## src/design/sts_pkg.sv

```systemverilog
`timescale 1ns / 1ps

package sts_pkg;

   localparam int DEFAULT_TABLE_DEPTH = 1024;
   localparam int DEFAULT_VALUE_WIDTH = 32;
   localparam int KEY_WIDTH           = 32;
   localparam int INDEX_WIDTH         = 10;

   localparam logic KIND_WRITE  = 1'b0;
   localparam logic KIND_SEARCH = 1'b1;

   typedef struct packed {
      logic                          kind;
      logic [INDEX_WIDTH-1:0]        entry_index;
      logic signed [KEY_WIDTH-1:0]   entry_value;
      logic signed [KEY_WIDTH-1:0]   search_key;
      logic [INDEX_WIDTH-1:0]        range_low;
      logic [INDEX_WIDTH-1:0]        range_high;
   } req_type;

   typedef struct packed {
      logic                          found;
      logic [INDEX_WIDTH-1:0]        position;
      logic signed [KEY_WIDTH-1:0]   key_echo;
   } rsp_type;

   typedef struct packed {
      logic write;
      logic load;
      logic start;
      logic step;
      logic out_load;
   } dp_cmd_type;

   typedef struct packed {
      logic range_empty;
      logic hit;
      logic next_empty;
   } dp_status_type;

endpackage

```

## src/design/sts_controller.sv

```systemverilog
`timescale 1ns / 1ps

module sts_controller (
   input  logic                   clock,
   input  logic                   reset,
   input  logic                   req_valid,
   output logic                   req_ready,
   input  logic                   req_kind,
   output logic                   rsp_valid,
   input  logic                   rsp_ready,
   input  sts_pkg::dp_status_type status,
   output sts_pkg::dp_cmd_type    cmd
);

   import sts_pkg::*;

   typedef enum logic [3:0] {
      ST_IDLE    = 4'b0001,
      ST_START   = 4'b0010,
      ST_SEARCH  = 4'b0100,
      ST_DELIVER = 4'b1000
   } state_type;

   state_type state_ff, state_in;
   logic      rsp_valid_ff, rsp_valid_in;
   logic      req_beat;

   assign req_ready = (state_ff == ST_IDLE);
   assign req_beat  = req_valid && req_ready;
   assign rsp_valid = rsp_valid_ff;

   always_comb begin
      state_in = state_ff;
      cmd      = '0;
      unique case (state_ff)
         ST_IDLE: begin
            if (req_beat) begin
               if (req_kind == KIND_SEARCH) begin
                  cmd.load = 1'b1;
                  state_in = ST_START;
               end else begin
                  cmd.write = 1'b1;
               end
            end
         end
         ST_START: begin
            if (status.range_empty) begin
               state_in = ST_DELIVER;
            end else begin
               cmd.start = 1'b1;
               state_in  = ST_SEARCH;
            end
         end
         ST_SEARCH: begin
            cmd.step = 1'b1;
            if (status.hit || status.next_empty) begin
               state_in = ST_DELIVER;
            end
         end
         ST_DELIVER: begin
            if (!rsp_valid_ff || rsp_ready) begin
               cmd.out_load = 1'b1;
               state_in     = ST_IDLE;
            end
         end
         default: begin
            state_in = ST_IDLE;
         end
      endcase
   end

   // output register, refilled in the cycle its beat leaves
   always_comb begin
      rsp_valid_in = rsp_valid_ff;
      if (cmd.out_load) begin
         rsp_valid_in = 1'b1;
      end else if (rsp_ready) begin
         rsp_valid_in = 1'b0;
      end
   end

   always_ff @(posedge clock) begin
      if (reset) begin
         state_ff     <= ST_IDLE;
         rsp_valid_ff <= 1'b0;
      end else begin
         state_ff     <= state_in;
         rsp_valid_ff <= rsp_valid_in;
      end
   end

endmodule

```

## config.mk

```make
export PLATFORM = sky130hd
export DESIGN_NAME = sts_controller
export DESIGN_NICKNAME = d
export VERILOG_FILES = /design/src/design/sts_pkg.sv /design/src/design/sts_controller.sv
export SDC_FILE = /design/constraint.sdc
export NUM_CORES = 1
export LEC_CHECK = 0
export ABC_AREA = 0
export BUFFER_PORTS_ARGS = -buffer_cell sky130_fd_sc_hd__clkbuf_2
export CORE_AREA = 2 2 39 41
export CTS_CLUSTER_DIAMETER = 200
export DETAILED_ROUTE_END_ITERATION = 12
export DIE_AREA = 0 0 41 43
export SKIP_LAST_GASP = 1
export SYNTH_ARGS = -nofsm -noshare
export SYNTH_HDL_FRONTEND = slang
export SYNTH_SLANG_ARGS = --single-unit
```

## constraint.sdc

```tcl
create_clock -name clock -period 3.1 [get_ports clock]
set_input_delay 0.155 -clock clock [delete_from_list [all_inputs] [get_ports clock]]
set_output_delay 0.155 -clock clock [all_outputs]
set_load 0.03 [all_outputs]
```

Word-level counts from Yosys, hierarchy flattened

Cells that the tools add are included.
W data, S select, Z words.

Memory bits (read-only): 0
Word-level logic and storage cells: 33
Bits of input ports: 8
Memory bits (writable): 0
Register bits after elaboration: 5
Memories: 0
Bits in latches: 0

Reductions and logical operators: 6
Bitwise gates (word level): 0
Equal/unequal tests: 8
Shift operators: 0
Multiplexer cells: 17
Div/mod/pow operators: 0
Magnitude comparators: 0
Multiply operators: 0
Add/sub/neg operators: 0

Operator list:

| operator             | number |
|---|---|
| $mux W4              | 5 |
| $pmux W4 S4          | 1 |
| $mux W1              | 9 |
| $eq A4 B1 Y1 const B | 1 |
| $eq A4 B2 Y1 const B | 1 |
| $eq A4 B3 Y1 const B | 1 |
| $eq A4 B4 Y1 const B | 1 |
| $mux W2              | 2 |
| $ne A2 B1 Y1 const B | 2 |
| $ne A2 B2 Y1 const B | 2 |
| $reduce_and A4 Y1    | 1 |
| $logic_or A1 B1 Y1   | 2 |
| $reduce_bool A2 Y1   | 1 |
| $logic_and A1 B1 Y1  | 1 |
| $logic_not A1 Y1     | 1 |

Longest topological paths before layout

Gate-level depths: netlist (run 1).

Depth after elaboration: 5
Mapped depth: 4

Least setup slack after synthesis (run 1)

Ideal clock, no wire load.

Kind: register -> register
Start: register state_ff[3]
End: register state_ff[1]
Stages on the path, launching flop included: 4
Arrival time: 1.709 ns
Required time: 3.035 ns
Period minus slack after synthesis: 1.775 ns
Setup time: 0.065 ns
Setup slack: 1.325 ns
Path through: dfxtp_1 > nor4b_2 > and3_1 > nor2b_1

Longest elaborated chain between the ends: 4
Elaborated cells on any way between the ends: 11

Ends and longest elaborated chain:

| element                     | RTL line             | RTL |
|---|---|---|
| from (decl)                 | sts_controller.sv:24 | `state_type state_ff, state_in;` |
| from (signal assigned)      | sts_controller.sv:87 | `state_ff <= state_in;` |
| $eq A4 B1 Y1 (*)            | sts_controller.sv:28 | `assign req_ready = (state_ff == ST_IDLE);` |
| via req_ready               | sts_controller.sv:7  | `output logic req_ready,` |
| $logic_and A1 B1 Y1         | sts_controller.sv:29 | `assign req_beat = req_valid && req_ready;` |
| $ne A2 B1 Y1 (no line)      | -                    |  |
| $reduce_and A4 Y1 (no line) | -                    |  |

The timed path passes the listed nets; every way through them passes the cells marked *.
A chain may end at the register's enable or synchronous reset.

==> results, run 1 <==
- The cell depth of the worst hold path is 2.
- The floorplan step defined a die boundary enclosing 1760 um2.
- For this run, the total global-route usage over all layers was measured as 9.76%.
- The number of setup buffers added after CTS is 0.
- The net count of the finished layout is 60.
- The die is 43 um tall.
- The kind of critical path is reg2out.
- The largest net degree at the start of global routing is 8.
- The origin of the critical flop-to-flop path is state_ff[1].
- During I/O placement, the number of pins put on the boundary was 15.
- Yosys mapped a number of flops with a built-in enable equal to 0.
- sky130_fd_sc_hd__dfxtp_1 takes more of the synthesized area than any other cell.
- Counting every instance in the synthesized netlist gives 34.
- The aggregate negative setup slack is 0 ps.
- The number of buffers between clock root and the deepest sink is 2.
- The number of antenna diodes in the final layout is 0.
- The ratio of final minimum period to clock period is 53.8%.
- The maximum resistive drop on vdd is 0.201 mV.
- In the synthesized netlist the dominant register cell turns out to be sky130_fd_sc_hd__dfxtp_1.
- The die is 41 um wide.
- Of the cells placed in the final design, the portion with a size suffix greater than 1 is 43.1%.
- Setup repair after global routing left no endpoint under its margin.
- The average via count per standard cell is 4.54.
- The number of buffers inserted during clock tree synthesis is 3.
- The number of max-slew violations in the final report was 0.
- The number of buffers inserted for hold repair after clock tree synthesis is 0.
- The first global-routing pass estimated 1070 um of wire.
- During synthesis, Yosys emitted a total of 0 warnings.
- The final wirelength is 685 um.
- Dividing the synthesized area by the synthesized cell count gives 8.54 um2.
- The final number of setup-violating endpoints is 0.
- The count of vias placed by the detailed router is 304.
- The CTS sink count is 5.
- Summed over all cells, the static leakage comes to 0.184 nW.
- The share of flip-flops with an asynchronous set or reset is 0%.
- When the netlist entered floorplanning its net count stood at 42.
- STA classifies the critical path startpoint as a flop.
- The worst hold path begins at reset.
- The final count of hold timing violations was 0.
- The DRC violation count after routing is 0.
- In this run the tightest slew margin relative to its limit is 75.8%.
- The most critical setup path has its startpoint at state_ff[1].
- The highest fanout seen on the critical path is 7.
- The element type at the critical path end is an output pin.
- The effective utilization at floorplan is 21.0%.
- The completed layout was analyzed and its total power is 0.175 mW.
- Ranked by total cell area, the synthesized netlist is headed by sky130_fd_sc_hd__dfxtp_1 34%, sky130_fd_sc_hd__a21oi_1 6.9%, sky130_fd_sc_hd__nor2_1 6.5%.
- For this design the ratio of total power to cell area is 439 nW/um2.
- The synthesis-stage register bit count is 5.
- The clock arrives with 3.85 ps of skew.
- The slack of the worst reg-to-reg path is 1590 ps.
- In this run the number of H-tree levels came out at 1.
- The quantity of gates resized following cts is 0.
- Compared with the post-synthesis result, the final layout area differs by 37.5%.
- The DRC marker count from the first detailed-route iteration is 0.
- The time the worst path needs with I/O delays and setup is 1670 ps.
- Ranked by instance count, the synthesized netlist is headed by 5 x sky130_fd_sc_hd__dfxtp_1, 5 x sky130_fd_sc_hd__nor2_1, 4 x sky130_fd_sc_hd__a21oi_1.
- The area share of the largest cell type after synthesis is 34.5%.
- The class of the tightest hold or removal check is in2reg.
- The flow ran to the end, and the final reports show no timing, DRC or antenna violations.
- After clock tree synthesis, the clock-pin slew on the worst setup and hold paths is 40 ps.
- In this run the standard cell core region covers 1380 um2.
- The slew at the pin with the worst max-slew slack is 362 ps.
- The master cell of the clock root buffer is sky130_fd_sc_hd__clkbuf_4.
- The number of global-route vias before repair was 268.
- The capture endpoint of the worst hold path is state_ff[3].
- The endpoint identified for the worst register-to-register timing path is state_ff[0].
- The achievable frequency is 600 MHz.
- The initial antenna violation count came to 0.
- The total overflow left after global routing is 0.
- Data on the critical path arrives at its endpoint at 1510 ps.
- The area of the mapped netlist is 290 um2.
- The clock tree from TritonCTS is done.
- In the final routed layout, each cell accounts on average for 10.2 um.
- The data required time at the worst endpoint is 2940 ps.
- For the worst-skew pair, the clock arrives at the later sink with an insertion delay of 240 ps.
- The proportion of synthesized chip area in sequential cells is 34.5%.
- The total iterations of the first detailed-routing run is 1.
- The count of nets left with antenna violations after detail routing is 0.
- In this run the core area contains 14 standard-cell rows.
- The number of cell instances on the worst register-to-register path is 4.
- The number of maximum-capacitance constraint violations is 0.
- The number of distinct standard cells referenced by the synthesized netlist is 20.
- Port buffering added 14 buffers.
- The last weighted congestion value of the routability-driven placer is 0.753.
stage by stage:
stage	hold slack, ps	setup slack (ps)	std cells	utilization (%)	instance area, um2
after floorplan	224	1330	34	-	290
after global placement	398	1620	63	26.9	373
after detailed placement	397	1580	63	26.9	373
after CTS	138	1420	67	28.8	399
after global routing	149	1340	67	28.8	399
final	149	1430	67	28.8	399
layout make-up:
class | count | area [um2]
Clock buffer | 4 | 26.3
Fill cell | 155 | 985
Inverter | 1 | 3.75
Multi-Input combinational cell | 27 | 179
Sequential cell | 5 | 100
Tap cell | 16 | 20.0
Timing Repair Buffer | 14 | 70.1
critical path, stage by stage, from the launching register on:
cell	delay, ps
sky130_fd_sc_hd__dfxtp_1	370
sky130_fd_sc_hd__or4b_4	570
sky130_fd_sc_hd__nor2b_1	120
sky130_fd_sc_hd__clkbuf_2	210
sequential cells by signal, indices dropped and copies added (netlist names):
name	count
state_ff	4
rsp_valid	1
worst max path at each step:
stage / cells past startpoint / endpoint / slack (ps)
floorplan: 3 / state_ff[1] / 1330
global placement: 4 / state_ff[0] / 1620
detailed placement: 4 / state_ff[0] / 1580
CTS: 3 / cmd[0] / 1420
global route: 3 / cmd[0] / 1340
finish: 3 / cmd[0] / 1430
layer usage:
| layer | GRT usage (%) | share of wire (%) | up-vias |
|---|---|---|---|
| li1 | - | - | 155 |
| met1 | 10.0 | 42 | 142 |
| met2 | 13.8 | 53 | 7 |
| met3 | 5.24 | 5.5 | 0 |
| met4 | 8.00 | 0 | 0 |
| met5 | 0 | 0 | - |
layout by cell type (no fill, tap or decap):
cell	count
sky130_fd_sc_hd__nand2_1	1
sky130_fd_sc_hd__nor4b_2	1
sky130_fd_sc_hd__xor2_1	1
sky130_fd_sc_hd__or4b_4	1
sky130_fd_sc_hd__nor2_2	1
sky130_fd_sc_hd__nand3b_1	1
sky130_fd_sc_hd__nor2_1	5
sky130_fd_sc_hd__nor2b_1	2
sky130_fd_sc_hd__clkbuf_2	14
sky130_fd_sc_hd__clkbuf_1	1
sky130_fd_sc_hd__clkbuf_4	3
sky130_fd_sc_hd__and3_1	1
sky130_fd_sc_hd__a221o_1	1
sky130_fd_sc_hd__and3_2	1
sky130_fd_sc_hd__and3b_1	1
sky130_fd_sc_hd__inv_1	1
sky130_fd_sc_hd__nor3_2	1
sky130_fd_sc_hd__o21ai_0	2
sky130_fd_sc_hd__dfxtp_1	5
sky130_fd_sc_hd__a21oi_1	4
sky130_fd_sc_hd__o211ai_1	1
sky130_fd_sc_hd__nand2b_1	2
power by group:
| part | switching [mW] | internal [mW] |
|---|---|---|
| registers | 0.00395 | 0.0668 |
| logic | 0.0170 | 0.0125 |
| clock network | 0.0264 | 0.0486 |
| total | 0.0474 | 0.128 |
cell families (layout without fill, tap and decap cells):
logic type	Yosys count	after routing	synth area share [%]
xor gates and xnor gates	1	1	3.02
DFF	5	5	34.5
and+or+nand+nor	18	18	42.2
AOI/OAI and AO/OA	8	8	16.4
buffers and inverters	2	19	3.88
Note: power is estimated with default switching activity, not from simulation.
==> run 2: changes to the inputs <==
- ABC_AREA: 0 -> 1
- clock period: 3.1 -> 1.51 ns (I/O delays scaled with it)
==> run 2 against run 1 <==
Final cell count up 19%. Final area up 4.1%. Non-clock buffer count unchanged. Register-to-register slack worse by 1100 ps. Via count up 9.9%. Sequential share of layout area down 0.98 points. First-iteration DRC count up 4. Combinational power rose to 14 times the previous value. Clock skew up 1.1 ps. Total power rose to 4.4 times the previous value. Largest cell class unchanged.
==> results, run 2 <==
- The flow ran to the end, and the final reports show no timing, DRC or antenna violations.
- The floorplan die height is 43 um.
- Counting tap cells, the placed design contains a total of 76 instances.
- For this run, the post-layout net count is 73.
- For this run, asynchronously set or reset flops after synthesis account for 0%.
- The post-route total power is 0.769 mW.
- The headroom to the max-slew limit is 87.8%.
- The number of rows created at floorplan is 14.
- The signal on the critical path passes through inv_1, nor2_1, nand2_1, inv_2, nand2_1, nor2_1, clkbuf_2.
- The quantity of gates resized following cts is 0.
- The final antenna diode count is 0.
- Summed over all layers, the global routing overflow is 0.
- Static timing analysis puts the maximum clock frequency at 730 MHz.
- In this run the worst hold path is classified as in2reg.
- The element type at the critical path start is a flop.
- The ratio of final minimum period to clock period is 90.8%.
- The post-detailed-route wirelength per cell is 8.38 um.
- The final worst hold slack is 62.8 ps.
- Data on the critical path is required at its endpoint by 1430 ps.
- In this run, synthesis produced a sequential element count of 5.
- The maximum clock skew at final layout is 4.95 ps.
- The number of filler cells placed in the layout is 153.
- The I/O pin count is 15.
- The most used flip-flop cell after synthesis is sky130_fd_sc_hd__dfxtp_1.
- The area of the mapped netlist is 307 um2.
- Counting along the longest clock path gives a buffer depth of 2.
- The longest individual stage delay on the worst path is 340 ps.
- The final count of hold timing violations is 0.
- The effective utilization at floorplan is 22.2%.
- The number of buffers inserted during clock tree synthesis is 3.
- The proportion of synthesized chip area in sequential cells is 32.7%.
- Ranked by total cell area, the synthesized netlist is headed by sky130_fd_sc_hd__dfxtp_1 33%, sky130_fd_sc_hd__nor2_2 10%, sky130_fd_sc_hd__nor2_1 9.8%.
- For the worst-skew pair, the clock arrives at the later sink with an insertion delay of 240 ps.
- The Yosys warning count is 0.
- The area of the core is 1380 um2.
- Synthesis produced a netlist with a net count of 55.
- After legalization and detailed placement, the total HPWL measured 572 um.
- Setup repair after global routing left no endpoint under its margin.
- In the layout the commonest cells are 14 x sky130_fd_sc_hd__clkbuf_2, 8 x sky130_fd_sc_hd__nor2_1, 7 x sky130_fd_sc_hd__nand2_1.
- Entering global routing, the biggest net connects 5 pins.
- The flip-flop count of the largest register, all copies and words added is 4.
- The register name with the most flops is state_ff.
- The count of vias placed by the detailed router is 334.
- The last weighted congestion value of the routability-driven placer is 0.785.
- Across the run, the number of max-cap violations was 0.
- CTS built an H-tree with a depth of 1.
- The area enclosed by the die boundary is 1760 um2.
- The most common cell in the synthesized netlist is sky130_fd_sc_hd__nor2_1.
- Cells fill 30.0% of the core in the end.
- The library cell used most frequently in the layout, excluding fill and tap cells, is sky130_fd_sc_hd__clkbuf_2.
- The slew at the pin with the worst max-slew slack is 181 ps.
- The total routing resource utilization after global routing is 8.26%.
- The cell type of the slowest stage on the worst timing path is sky130_fd_sc_hd__dfxtp_1.
- The final wirelength is 670 um.
- The count of nets left with antenna violations after detail routing is 0.
- Once the clock tree was built, the setup fixing pass inserted 0 buffers.
- In this run, the number of DRC markers left after iteration 0 of detailed routing was 4.
- Data on the critical path arrives at its endpoint at 1290 ps.
- The ratio of cells with drive above 1 in the final layout is 43.8%.
- Port buffering added 14 buffers.
- The area share of the largest cell type after synthesis is 32.7%.
- The count of non-filler cells in the finished layout is 80.
- Dividing total power by cell area gives a power density of 1850 nW/um2.
- The critical path is of the reg2out type.
- The maximum resistive drop on vdd is 0.500 mV.
- Clock tree synthesis found a total of 5 sinks.
- Relative to the synthesized area, the layout overhead comes to 35.5%.
- Counting I/O delays and the setup requirement, the final critical path takes 1370 ps.
- After routing, the total negative slack on setup checks comes to 0 ps.
- The synthesized area per cell is 6.52 um2.
- The number of max-slew violations in the final report is 0.
- The netlist uses 14 different library cells.
- By count the netlist is led by 8 x sky130_fd_sc_hd__nor2_1, 7 x sky130_fd_sc_hd__nand2_1, 6 x sky130_fd_sc_hd__inv_1.
- Before antenna repair, the detailed router went through 4 iterations.
- The element type at the critical path end is an output pin.
- After detailed routing, the number of remaining DRC violations is 0.
- The number of buffers inserted for hold repair after clock tree synthesis is 0.
- The tree is rooted in a sky130_fd_sc_hd__clkbuf_4.
- TritonCTS built the clock tree.
- The instance count of the mapped netlist is 47.
- The highest fanout seen on the critical path is 4.
- The leakage power figure is 0.231 nW.
- The initial antenna violation count is 0.
- After clock tree synthesis, the clock-pin slew on the worst setup and hold paths is 50 ps.
- The final number of setup-violating endpoints is 0.
- The average via count per standard cell is 4.18.
- sky130_fd_sc_hd__dfxtp_1 takes more of the synthesized area than any other cell.
- The global-route wire length before repair is 931 um.
- The number of global-route vias before repair is 266.
- The overall die width is 41 um.
- The count of flip-flops with a built-in enable after synthesis is 0.
run 2: stage by stage:
| stage | area [um2] | worst slack (ps) |
|---|---|---|
| after global placement | 389 | 404 |
| after detailed placement | 389 | 396 |
| after floorplan | 307 | 217 |
| after global routing | 415 | 45.1 |
| after CTS | 415 | 136 |
| final | 415 | 140 |
run 2: final timing paths:
kind | startpoint | end | slack, ps | cells after the start
setup / recovery | state_ff[0] | cmd[4] | 140 | 7
setup reg to reg | state_ff[3] | state_ff[3] | 450 | 7
hold reg to reg | state_ff[1] | state_ff[2] | 580 | 2
hold / removal | reset | state_ff[2] | 60 | 2
run 2: layout make-up:
type                    count  area [um2]  area share (%)
multi-input cells          32         165            39.8
flip-flops and latches      5         100            24.1
repair buffers             14        70.1            16.9
inverters                   9        33.8            8.13
clock buffers               4        26.3            6.33
well taps                  16        20.0            4.82
run 2: cells by family (layout without fill, tap and decap cells):
family / Yosys count / after routing / share of synthesized area (%)
compound gates: 2 / 2 / 4.49
buf+inv: 10 / 27 / 13.5
flops: 5 / 5 / 32.7
simple gates: 30 / 30 / 49.4
run 2: per-layer routing:
| metal | up-vias | track usage, % | wire length (um) |
|---|---|---|---|
| met5 | - | 0 | 0 |
| met4 | 0 | 6.00 | 0 |
| met3 | 0 | 3.14 | 40 |
| met2 | 10 | 14.4 | 376 |
| met1 | 146 | 6.82 | 252 |
| li1 | 178 | - | - |
run 2: critical path, delay by kind of cell (launching register included):
| kind | cells | cell delay, ps |
|---|---|---|
| flip-flops | 1 | 340 |
| buffers and inverters | 3 | 350 |
| AND/OR/NAND/NOR | 4 | 360 |
run 2: power by group:
group	total, mW	internal (mW)	switching, mW
combinational	0.417	0.127	0.290
clock	0.153	0.0998	0.0535
sequential	0.199	0.166	0.0324
total	0.769	0.393	0.376
==> run 3: changes to the inputs <==
- CTS_BUF_LIST: default -> sky130_fd_sc_hd__clkbuf_8
==> run 3 against run 2 <==
Count of clock-buffer cells in the layout is 1 lower. Non-clock buffer count did not move. Worst setup slack improved by 27 ps. Via count decreased by 0.30%. Worst hold slack improved by 19 ps.
==> results, run 3 (synthesis gave the netlist of run 2 again) <==
- The run finished with clean final reports.
- The met3 routed wirelength is 39 um.
- The element type at the critical path start is a flop.
- The number of rows created at floorplan is 14.
- The class of the tightest hold or removal check is in2reg.
- The quantity of gates resized following cts is 0.
- The clock reaches the later pin of the worst-skew pair after 220 ps.
- The HPWL after detailed placement is 572 um.
- The aggregate negative setup slack is 0 ps.
- Clock skew on the completed layout was measured at 0.251 ps.
- After the last flow step, the layout net total stands at 73.
- The congestion estimate from routability-driven global placement came to 0.785.
- Of the cells placed in the final design, the portion with a size suffix greater than 1 is 43.8%.
- Dividing the detail-routed wire length by the instance count gives 8.35 um.
- The count of vias placed by the detailed router is 333.
- Derived from the worst setup path, the maximum achievable clock frequency is 744 MHz.
- Max-cap violations in this run came to 0.
- The met2 wirelength from detailed routing is 374 um.
- The internal power is 0.468 mW.
- The library cells used most frequently in the layout, excluding fill and tap cells, are 14 x sky130_fd_sc_hd__clkbuf_2, 8 x sky130_fd_sc_hd__nor2_1, 7 x sky130_fd_sc_hd__nand2_1, 7 x sky130_fd_sc_hd__inv_1.
- For this block, the initial DRC count from the detailed router was 6.
- The portion of total power attributed to sequential cells is 23.4%.
- The total iterations of the first detailed-routing run is 4.
- The effective utilization at floorplan is 22.2%.
- The highest signal layer in the routed design is met3.
- Dividing the detail-routed via count by the number of cells gives 4.16.
- At the worst endpoint, the required time is 1430 ps.
- In this run the static leakage power is 0.243 nW.
- The number of buffers between clock root and the deepest sink is 2.
- Across the VDD grid, the largest voltage drop is 0.590 mV.
- The core region is 1380 um2.
- The floorplan die height is 43 um.
- The clock network accounts for 27.6% of the total power.
- The die covers 1760 um2.
- The slack of the worst reg-to-reg path is 450 ps.
- In this run switching power makes up 45.1% of total power.
- The final count of hold timing violations is 0.
- The global-route wire length before repair is 952 um.
- The clock transition at the register clock pins on the worst setup and hold paths after CTS is 30 ps.
- Entering global routing, the biggest net connects 5 pins.
- The port buffer count is 14.
- The final layout contains routed wiring with a total length of 668 um.
- In this run the tightest slew margin relative to its limit is 88.2%.
- The placed instances occupy a cell area of 389 um2.
- In the finished design, the share of the clock period the worst path needs comes to 89.0%.
- The number of max-slew violations in the final report is 0.
- The initial antenna violation count came to 0.
- The most common cell after layout, fill and taps aside is sky130_fd_sc_hd__clkbuf_2.
- Setup violations remaining at the end of the flow were counted as 0.
- The number of clock buffers added by TritonCTS is 3.
- The slew at the pin with the worst max-slew slack is 176 ps.
- The overall die width is 41 um.
- The CTS sink count is 5.
- The number of setup buffers added after CTS is 0.
- Summed over all nets, the switching power comes to 0.384 mW.
- The arrival time at the worst endpoint is 1270 ps.
- Setup repair after global routing left no endpoint under its margin.
- The highest fanout seen on the critical path is 4.
- The final antenna diode count is 0.
- For this block, wires on met1 add up to 254 um.
- The number of buffers inserted for hold repair after clock tree synthesis is 0.
- The share of power burned in combinational logic is 49.0%.
- In this run the number of H-tree levels came out at 1.
- Compared with the post-synthesis result, the final layout area differs by 41.6%.
- The DRC violation count after routing is 0.
- The total grt overflow is 0.
- The kind of critical path is reg2out.
- Global routing used 8.36% of the available tracks across all layers.
- The element type at the critical path end is an output pin.
- The I/O pin count is 15.
- TritonCTS built the clock tree.
- The count of nets left with antenna violations once routing finished came out at 0.
- The register name with the most flops is state_ff.
- The number of global-route vias before repair is 264.
- Summing all non-filler instances in the final layout gives an area of 434 um2.
- The master cell of the clock root buffer is sky130_fd_sc_hd__clkbuf_8.
- For this design the ratio of total power to cell area is 1960 nW/um2.
- The time the worst path needs with I/O delays and setup is 1340 ps.
- The flip-flop count of the largest register, all copies and words added is 4.
==> run 3: through the flow <==
stage               power, mW  utilization, %  setup slack [ps]  cells  hold slack (ps)
global placement        0.614            28.1               404     76              299
finish                  0.851            31.4               167     80             81.6
CTS                     0.861            31.4               162     80             78.4
floorplan               0.524               -               217     47              145
detailed placement      0.621            28.1               396     76              306
global route            0.908            31.4              71.7     80             80.1
==> run 3: power by group through the flow <==
stage,clock network (mW),registers [mW],logic [mW]
finish,0.235,0.199,0.417
global route,0.250,0.203,0.455
CTS,0.241,0.200,0.420
detailed placement,0,0.201,0.419
global placement,0,0.200,0.414
floorplan,0,0.201,0.322
==> run 3: worst paths after layout <==
check / start / cells after the start / endpoint
worst max-delay path: state_ff[0] / 7 / cmd[4]
worst min-delay path: reset / 2 / state_ff[2]
worst max register to register: state_ff[3] / 7 / state_ff[3]
worst min register to register: state_ff[1] / 2 / state_ff[2]
==> run 3: layer usage <==
metal | vias to the layer above | GRT usage, %
met1 | 145 | 7.14
met5 | - | 0
met4 | 0 | 6.00
li1 | 178 | -
met2 | 10 | 14.4
met3 | 0 | 3.14
==> run 3: critical path: stages (launching register included) <==
cell and delay, ps:
sky130_fd_sc_hd__dfxtp_1 330, sky130_fd_sc_hd__inv_1 70, sky130_fd_sc_hd__nor2_1 120, sky130_fd_sc_hd__nand2_1 130
sky130_fd_sc_hd__inv_2 70, sky130_fd_sc_hd__nand2_1 40, sky130_fd_sc_hd__nor2_1 70, sky130_fd_sc_hd__clkbuf_2 210
==> run 3: area by class of cell <==
| type | count | area (um2) |
|---|---|---|
| Fill cell | 153 | 950 |
| Multi-Input combinational cell | 32 | 165 |
| Sequential cell | 5 | 100 |
| Timing Repair Buffer | 14 | 70.1 |
| Clock buffer | 3 | 41.3 |
| Inverter | 9 | 33.8 |
| Tap cell | 16 | 20.0 |
| Clock inverter | 1 | 3.75 |
